## config.mk

```make
export PLATFORM = sky130hd
export DESIGN_NAME = service_triple_wildcard_filter
export DESIGN_NICKNAME = d
export VERILOG_FILES = /design/src/stwf_pkg.sv /design/src/stwf_store.sv /design/src/stwf_ctrl.sv /design/src/service_triple_wildcard_filter.sv
export SDC_FILE = /design/constraint.sdc
export NUM_CORES = 2
export LEC_CHECK = 0
export BUFFER_PORTS_ARGS = -buffer_cell sky130_fd_sc_hd__buf_2
export CAP_MARGIN = 20
export CORE_UTILIZATION = 30
export DETAILED_ROUTE_END_ITERATION = 7
export HOLD_SLACK_MARGIN = 0.08
export PLACE_DENSITY = 0.57
export SYNTH_ARGS = -nofsm -noshare
export SYNTH_HDL_FRONTEND = slang
export SYNTH_SLANG_ARGS = --single-unit
```

## constraint.sdc

```tcl
create_clock -name clk_i -period 4.6 [get_ports clk_i]
set_clock_uncertainty 0.05 [all_clocks]
set_input_delay 0.46 -clock clk_i [delete_from_list [all_inputs] [get_ports clk_i]]
set_output_delay 0.46 -clock clk_i [all_outputs]
set_load 0.02 [all_outputs]
```

## src/stwf_pkg.sv

```systemverilog
// Shared types and constants for the service triple wildcard filter.
// Used by stwf_ctrl, service_triple_wildcard_filter and its checker.
// No dependencies.
package stwf_pkg;

  // One identifier field and one stored entry {network, stream, service}
  localparam int unsigned FieldW = 16;
  localparam int unsigned EntryW = 3 * FieldW;

  // Request opcodes; the unused code behaves as a lookup
  typedef enum logic [1:0] {
    OP_LOOKUP = 2'd0,
    OP_INSERT = 2'd1,
    OP_CLEAR  = 2'd2
  } op_e;

  // Result status codes
  typedef enum logic [2:0] {
    ST_LOOKED  = 3'd0,
    ST_INSERT  = 3'd1,
    ST_COVERED = 3'd2,
    ST_FULL    = 3'd3,
    ST_CLEARED = 3'd4
  } status_e;

  // Controller states
  typedef enum logic [1:0] {
    S_IDLE,
    S_SCAN,
    S_FIN
  } state_e;

  // One result
  typedef struct packed {
    logic    matched;
    status_e status;
  } res_t;

  // A stored zero field is a wildcard
  function automatic logic field_covers(logic [FieldW-1:0] stored,
                                        logic [FieldW-1:0] query);
    return (stored == '0) || (stored == query);
  endfunction

  // Entry layout: network in the top field, service in the bottom one
  function automatic logic entry_covers(logic [EntryW-1:0] entry,
                                        logic [EntryW-1:0] query);
    return field_covers(entry[3*FieldW-1:2*FieldW], query[3*FieldW-1:2*FieldW]) &&
           field_covers(entry[2*FieldW-1:FieldW],   query[2*FieldW-1:FieldW]) &&
           field_covers(entry[FieldW-1:0],          query[FieldW-1:0]);
  endfunction

endpackage

```

## src/stwf_store.sv

```systemverilog
// Entry memory of the filter table: one write port, one read port,
// read data registered. No package dependency.
module stwf_store #(
  parameter int unsigned Depth  = 32,
  parameter int unsigned AddrW  = 5,
  parameter int unsigned DataW  = 48
) (
  input  logic             clk_i,
  input  logic             we_i,
  input  logic [AddrW-1:0] waddr_i,
  input  logic [DataW-1:0] wdata_i,
  input  logic             re_i,
  input  logic [AddrW-1:0] raddr_i,
  output logic [DataW-1:0] rdata_o
);

  logic [DataW-1:0] mem [Depth];
  logic [DataW-1:0] rdata_q;

  // Synchronous write and registered read
  always_ff @(posedge clk_i) begin
    if (we_i) begin
      mem[waddr_i] <= wdata_i;
    end
    if (re_i) begin
      rdata_q <= mem[raddr_i];
    end
  end

  assign rdata_o = rdata_q;

endmodule

```

## src/stwf_ctrl.sv

```systemverilog
// Request sequencer of the filter: scans the entry memory one entry a
// cycle, decides the result, appends entries and holds the output register.
// Depends on stwf_pkg.
module stwf_ctrl #(
  parameter int unsigned Entries = 32,
  parameter int unsigned IdxW    = 5,
  parameter int unsigned FillW   = 6
) (
  input  logic                        clk_i,
  input  logic                        rst_ni,
  // request side
  input  logic                        req_valid_i,
  output logic                        req_ready_o,
  input  logic [1:0]                  req_op_i,
  input  logic [stwf_pkg::EntryW-1:0] req_key_i,
  // entry memory
  output logic                        mem_we_o,
  output logic [IdxW-1:0]             mem_waddr_o,
  output logic [stwf_pkg::EntryW-1:0] mem_wdata_o,
  output logic                        mem_re_o,
  output logic [IdxW-1:0]             mem_raddr_o,
  input  logic [stwf_pkg::EntryW-1:0] mem_rdata_i,
  // result side
  output logic                        res_valid_o,
  input  logic                        res_ready_i,
  output stwf_pkg::res_t              res_o
);
  import stwf_pkg::*;

  state_e              state_q, state_d;
  logic [1:0]          op_q, op_d;
  logic [EntryW-1:0]   key_q, key_d;
  logic [FillW-1:0]    fill_q, fill_d;
  logic [FillW-1:0]    rd_idx_q, rd_idx_d;
  logic                rd_vld_q;
  logic                hit_q, hit_d;
  res_t                res_q, res_d;
  logic                out_vld_q, out_vld_d;
  res_t                out_res_q, out_res_d;

  logic                accept;
  logic                rd_en;
  logic                scan_done;
  logic                out_free;

  assign accept    = req_valid_i && req_ready_o;
  assign rd_en     = (state_q == S_SCAN) && !hit_q && (rd_idx_q < fill_q);
  assign scan_done = (state_q == S_SCAN) && !rd_en && !rd_vld_q;
  assign out_free  = !out_vld_q || res_ready_i;

  // Next state
  always_comb begin
    state_d = state_q;
    unique case (state_q)
      S_IDLE: begin
        if (accept) begin
          state_d = (req_op_i == OP_CLEAR) ? S_FIN : S_SCAN;
        end
      end
      S_SCAN: begin
        if (scan_done) begin
          state_d = S_FIN;
        end
      end
      S_FIN: begin
        if (out_free) begin
          state_d = S_IDLE;
        end
      end
      default: state_d = S_IDLE;
    endcase
  end

  // State outputs
  always_comb begin
    req_ready_o = 1'b0;
    mem_re_o    = 1'b0;
    unique case (state_q)
      S_IDLE:  req_ready_o = 1'b1;
      S_SCAN:  mem_re_o    = rd_en;
      S_FIN:   req_ready_o = 1'b0;
      default: req_ready_o = 1'b0;
    endcase
  end

  assign mem_raddr_o = rd_idx_q[IdxW-1:0];
  assign mem_waddr_o = fill_q[IdxW-1:0];
  assign mem_wdata_o = key_q;

  // Datapath: capture, scan compare, decision and append
  always_comb begin
    op_d     = op_q;
    key_d    = key_q;
    fill_d   = fill_q;
    rd_idx_d = rd_idx_q;
    hit_d    = hit_q;
    res_d    = res_q;
    mem_we_o = 1'b0;

    if (accept) begin
      op_d     = req_op_i;
      key_d    = req_key_i;
      rd_idx_d = '0;
      hit_d    = 1'b0;
      if (req_op_i == OP_CLEAR) begin
        fill_d = '0;
        res_d  = '{matched: 1'b0, status: ST_CLEARED};
      end
    end

    if (rd_en) begin
      rd_idx_d = rd_idx_q + FillW'(1);
    end
    if (rd_vld_q && entry_covers(mem_rdata_i, key_q)) begin
      hit_d = 1'b1;
    end

    // All reads returned: settle the result
    if (scan_done) begin
      if (op_q != OP_INSERT) begin
        res_d = '{matched: hit_q, status: ST_LOOKED};
      end else if (hit_q) begin
        res_d = '{matched: 1'b1, status: ST_COVERED};
      end else if (fill_q >= FillW'(Entries)) begin
        res_d = '{matched: 1'b0, status: ST_FULL};
      end else begin
        res_d    = '{matched: 1'b0, status: ST_INSERT};
        mem_we_o = 1'b1;
        fill_d   = fill_q + FillW'(1);
      end
    end
  end

  // Output register: filled from FIN, drained by the consumer
  always_comb begin
    out_vld_d = out_vld_q;
    out_res_d = out_res_q;
    if (out_vld_q && res_ready_i) begin
      out_vld_d = 1'b0;
    end
    if ((state_q == S_FIN) && out_free) begin
      out_vld_d = 1'b1;
      out_res_d = res_q;
    end
  end

  // Control registers
  always_ff @(posedge clk_i or negedge rst_ni) begin
    if (!rst_ni) begin
      state_q   <= S_IDLE;
      fill_q    <= '0;
      rd_vld_q  <= 1'b0;
      hit_q     <= 1'b0;
      out_vld_q <= 1'b0;
    end else begin
      state_q   <= state_d;
      fill_q    <= fill_d;
      rd_vld_q  <= rd_en;
      hit_q     <= hit_d;
      out_vld_q <= out_vld_d;
    end
  end

  // Payload registers
  always_ff @(posedge clk_i) begin
    op_q      <= op_d;
    key_q     <= key_d;
    rd_idx_q  <= rd_idx_d;
    res_q     <= res_d;
    out_res_q <= out_res_d;
  end

  assign res_valid_o = out_vld_q;
  assign res_o       = out_res_q;

endmodule

```

## src/service_triple_wildcard_filter.sv

```systemverilog
// Top level of the service triple wildcard filter.
// Depends on stwf_pkg, stwf_store and stwf_ctrl.
//
// A table of up to TABLE_ENTRIES filter entries, each a triple of 16-bit
// network, stream and service identifiers; a stored zero field matches any
// value. A lookup request reports whether any entry covers the triple, an
// insert stores the triple only when nothing covers it (status full when
// the table has no room) and a clear empties the table. The entries sit in
// a single-port-write, single-port-read memory with registered read data,
// and a request scans the filled part of it one entry per cycle, stopping
// early on a hit. A new request is taken only in idle, after the result of
// the previous one has left the controller. The result sits in an output
// register, so the next request is taken while a result still waits. No
// clearing pass is needed after reset.
module service_triple_wildcard_filter #(
  parameter int unsigned TABLE_ENTRIES = 32
) (
  input  logic        clk_i,
  input  logic        rst_ni,
  input  logic        s_axis_tvalid,
  output logic        s_axis_tready,
  input  logic [47:0] s_axis_tdata,  // [15:0] network, [31:16] stream,
                                     // [47:32] service
  input  logic [1:0]  s_axis_tuser,  // [1:0] opcode
  output logic        m_axis_tvalid,
  input  logic        m_axis_tready,
  output logic [7:0]  m_axis_tdata,  // [0] matched, [7:1] zero
  output logic [2:0]  m_axis_tuser   // [2:0] status
);
  import stwf_pkg::*;

  localparam int unsigned IdxW  = (TABLE_ENTRIES > 1) ? $clog2(TABLE_ENTRIES) : 1;
  localparam int unsigned FillW = $clog2(TABLE_ENTRIES + 1);

  logic [EntryW-1:0] key;
  logic              mem_we;
  logic [IdxW-1:0]   mem_waddr;
  logic [EntryW-1:0] mem_wdata;
  logic              mem_re;
  logic [IdxW-1:0]   mem_raddr;
  logic [EntryW-1:0] mem_rdata;
  res_t              res;

  // Stored layout {network, stream, service}
  assign key = {s_axis_tdata[15:0], s_axis_tdata[31:16], s_axis_tdata[47:32]};

  stwf_ctrl #(
    .Entries (TABLE_ENTRIES),
    .IdxW    (IdxW),
    .FillW   (FillW)
  ) u_ctrl (
    .clk_i       (clk_i),
    .rst_ni      (rst_ni),
    .req_valid_i (s_axis_tvalid),
    .req_ready_o (s_axis_tready),
    .req_op_i    (s_axis_tuser),
    .req_key_i   (key),
    .mem_we_o    (mem_we),
    .mem_waddr_o (mem_waddr),
    .mem_wdata_o (mem_wdata),
    .mem_re_o    (mem_re),
    .mem_raddr_o (mem_raddr),
    .mem_rdata_i (mem_rdata),
    .res_valid_o (m_axis_tvalid),
    .res_ready_i (m_axis_tready),
    .res_o       (res)
  );

  stwf_store #(
    .Depth (TABLE_ENTRIES),
    .AddrW (IdxW),
    .DataW (EntryW)
  ) u_store (
    .clk_i   (clk_i),
    .we_i    (mem_we),
    .waddr_i (mem_waddr),
    .wdata_i (mem_wdata),
    .re_i    (mem_re),
    .raddr_i (mem_raddr),
    .rdata_o (mem_rdata)
  );

  assign m_axis_tdata = {7'b0, res.matched};
  assign m_axis_tuser = res.status;

endmodule

```

==> results.tsv <==
stage	metric	value	unit
synth	yosysSeqAreaShare	0.7854	
die	floorplan.rows	168	
synth	ys_async_sr_fraction	0.006631	
timing	holdWs	0.3247	ns
synth	yosysMostFrequentCell	edfxtp_1	
global_routing	antenna_found_initial	1	
global_routing	grt_pass1_wl	227000	um
timing	setup_violations	0	
clocking	cts-buffers-inserted	167	
worst_setup_path	critPathKind	flop to flop	
synth	yosysWarnings	0	
routing	vias_per_cell	5.019	
worst_setup_path	critPathBufInv	2	
routing	antenna_left	0	
synth	syn_inst	2694	
routing	first_iter_violations	3320	
die	start_util	0.3020	
worst_setup_path	cp_common_cell	nand4_1	
worst_setup_path	r2r-start	u_ctrl.fill_q[3]	
timing	fmax	284.5	MHz
worst_setup_path	required	5.03	ns
timing	worst_pin_slew	1.081	ns
global_routing	grt_pass1_vias	30230	
synth	ys_seq_elements	1659	
cells_and_area	nFillCells	19390	
clocking	post_cts_buffers	0	
die	die_x	461.6	um
timing	rsz0062_at_grt	false	
worst_hold_path	hp-start	s_axis_tdata[1]	
worst_setup_path	startpoint	u_ctrl.fill_q[3]	
routing	vias	29580	
worst_setup_path	arrival	3.95	ns
die	pin_count	67	
synth	syn-cell-area	63360	um^2
worst_setup_path	crit_path_max_fanout	19	
worst_hold_path	min_path_type	primary input to flop	
cells_and_area	nets	3016	
clocking	max-clock-path-buffers	3	
worst_setup_path	rrSetupSlack	1.08	ns
synth	netlist_top_cells_count	edfxtp_1 (1648), mux4_2 (384), mux2i_1 (98)	
timing	relSlewSlack	0.2794	
clocking	clkLatencyLatePin	0.79	ns
worst_setup_path	cp-end-kind	flop	
synth	synth_top_area_cell	edfxtp_1	
worst_setup_path	start_kind	flop	
timing	fin_crit	3.515	ns
cells_and_area	area_growth	16.41	%
placed_design	portBuffers	59	
cells_and_area	layout-drive-gt1-share	0.2857	
timing	slew_violations	0	
placed_design	dp_hpwl	75140	um
placed_design	place.gp.congestion	0.7541	
synth	yosys.cell_types.count	42	
pwr	report.power.total	41160	uW
synth	synth_flop_cell	edfxtp_1	
placed_design	place_area	67940	um^2
clocking	htreeDepth	4	
worst_setup_path	slowest_stage	nor2_4	
global_routing	track_usage	0.1500	
synth	synth_edf_count	1648	
routing	drc_errors	0	
synth	synth_top_cell_area_share	0.7811	
worst_setup_path	max_stage_delay	0.85	ns
cells_and_area	fin_area	73760	um^2
clocking	cts_sinks	1659	
clocking	cts_hold_buf	54	
clocking	clk_pin_slew	0.06	ns
timing	setup_tns	0	ns
worst_setup_path	critical-path-top-delay-family	simple AND/OR/NAND/NOR gates	
pwr	power.density	558.1	nW/um^2
run_status	status	finished clean	
pwr	peakVddDrop	0.6193	mV
die	die_area	213000	um^2
pwr	leakagePower	0.02262	uW
global_routing	grt_max_degree	149	
run	max_cap_viol_count	0	
timing	hold_viol	0	
worst_setup_path	path_cells	inv_1 -> ha_1 -> nand4_1 -> o21bai_4 -> nand4_1 -> nor2_4 -> buf_12	
timing	period_share	0.7641	
routing	wire_per_inst	27.19	um
die	die_y	461.6	um
routing	routed_wl	160200	um
synth	synth_area_leaders	edfxtp_1 (78%), mux4_2 (14%), mux2i_1 (1.5%), mux2_2 (0.85%), a221o_1 (0.76%)	
synth	avgSynthCellArea	23.52	um^2
die	core-area	209800	um^2
global_routing	gr-total-overflow	0	
cells_and_area	fin_util	0.3516	
clocking	clockRootBuffer	clkbuf_16	
routing	dr.pass1.iters	5	
clocking	cts_tree	done	
clocking	cts_resized	0	
[sequential cells by signal (all words and copies together), names as in the netlist]
name	cells
u_ctrl.mem_wdata_o	48
u_ctrl.res_valid_o	1
u_ctrl.rd_vld_q	1
u_store.mem	1536
u_ctrl.hit_q	1
u_ctrl.res_q	4
u_ctrl.res_o	4
u_store.rdata_o	48
u_ctrl.rd_idx_q	6
u_ctrl.op_q	2
u_ctrl.fill_q	6
u_ctrl.state_q	2
[worst register-to-register path, stage by stage, from the launching register on]
cell	delay, ns
dfrtp_1	0.48
inv_1	0.17
ha_1	0.34
nand4_1	0.14
o21bai_4	0.43
nand4_1	0.44
nor2_4	0.85
buf_12	0.30
[path summary, 6_finish.rpt]
| path | end | cells after the start |
|---|---|---|
| max | u_store.mem[27][14] | 7 |
| min | u_ctrl.mem_wdata_o[33] | 2 |
| max reg2reg | u_store.mem[27][14] | 7 |
| min reg2reg | u_ctrl.res_o[2] | 0 |
| max in group asynchronous | u_ctrl.hit_q | 3 |
| min in group asynchronous | u_ctrl.fill_q[1] | 3 |
[power by group]
part,switching (uW),internal [uW],leakage (uW),total [uW]
registers,424,17900,0.0150,18300
logic,5400,4230,0.00507,9630
clock network,5720,7490,0.00256,13200
[placed cells by master (no fill, tap or decap), types with 38 or more instances in the layout]
| cell type | Yosys | layout |
|---|---|---|
| a21oi_1 | 51 | 51 |
| a221o_1 | 48 | 48 |
| a221oi_1 | 48 | 48 |
| buf_12 | 0 | 42 |
| buf_2 | 56 | 59 |
| buf_4 | 10 | 75 |
| clkbuf_1 | 47 | 38 |
| clkbuf_16 | 0 | 171 |
| dlygate4sd3_1 | 0 | 54 |
| edfxtp_1 | 1648 | 1648 |
| mux2_2 | 48 | 48 |
| mux2i_1 | 98 | 98 |
| mux4_2 | 384 | 384 |
| xor2_1 | 51 | 51 |
[area by class of cell]
type                    instances  area (um^2)  share of cell area
diodes                          1        2.502          0.00003393
clock buffers                 209         4422             0.05995
clock inverters                95        812.0             0.01101
inverters                       9        36.28           0.0004920
multi-input cells             883        12930              0.1753
flip-flops and latches       1659        49760              0.6747
well taps                    2805         3510             0.04758
repair buffers                232         2282             0.03094
[routing by layer]
metal	track usage	vias to the layer above	part of all wire	routed length, um
met4	0.03925	0	0.018	2859
met3	0.02238	199	0.057	9177
met1	0.2019	16300	0.42	67460
met2	0.2534	969	0.50	80730
li1	-	12110	-	-
met5	0	-	0	0
[cells by family after synthesis]
kind of cell,share of synthesized area
AOI/OAI and AO/OA,0.01975
xor gates and xnor gates,0.007188
adders and majority gates,0.001975
buffers and inverters,0.01509
DFF,0.7854
muxes,0.1605
other,0.00005919
and+or+nand+nor,0.01003
[metrics by stage]
stage	setup WS (ns)	std cells
finish	1.085	5893
global route	0.8798	5893
CTS	1.052	5890
detailed placement	1.083	5532
global placement	1.119	5532
floorplan	0.3335	2700
No activity file was read; power rests on OpenSTA's default activity.
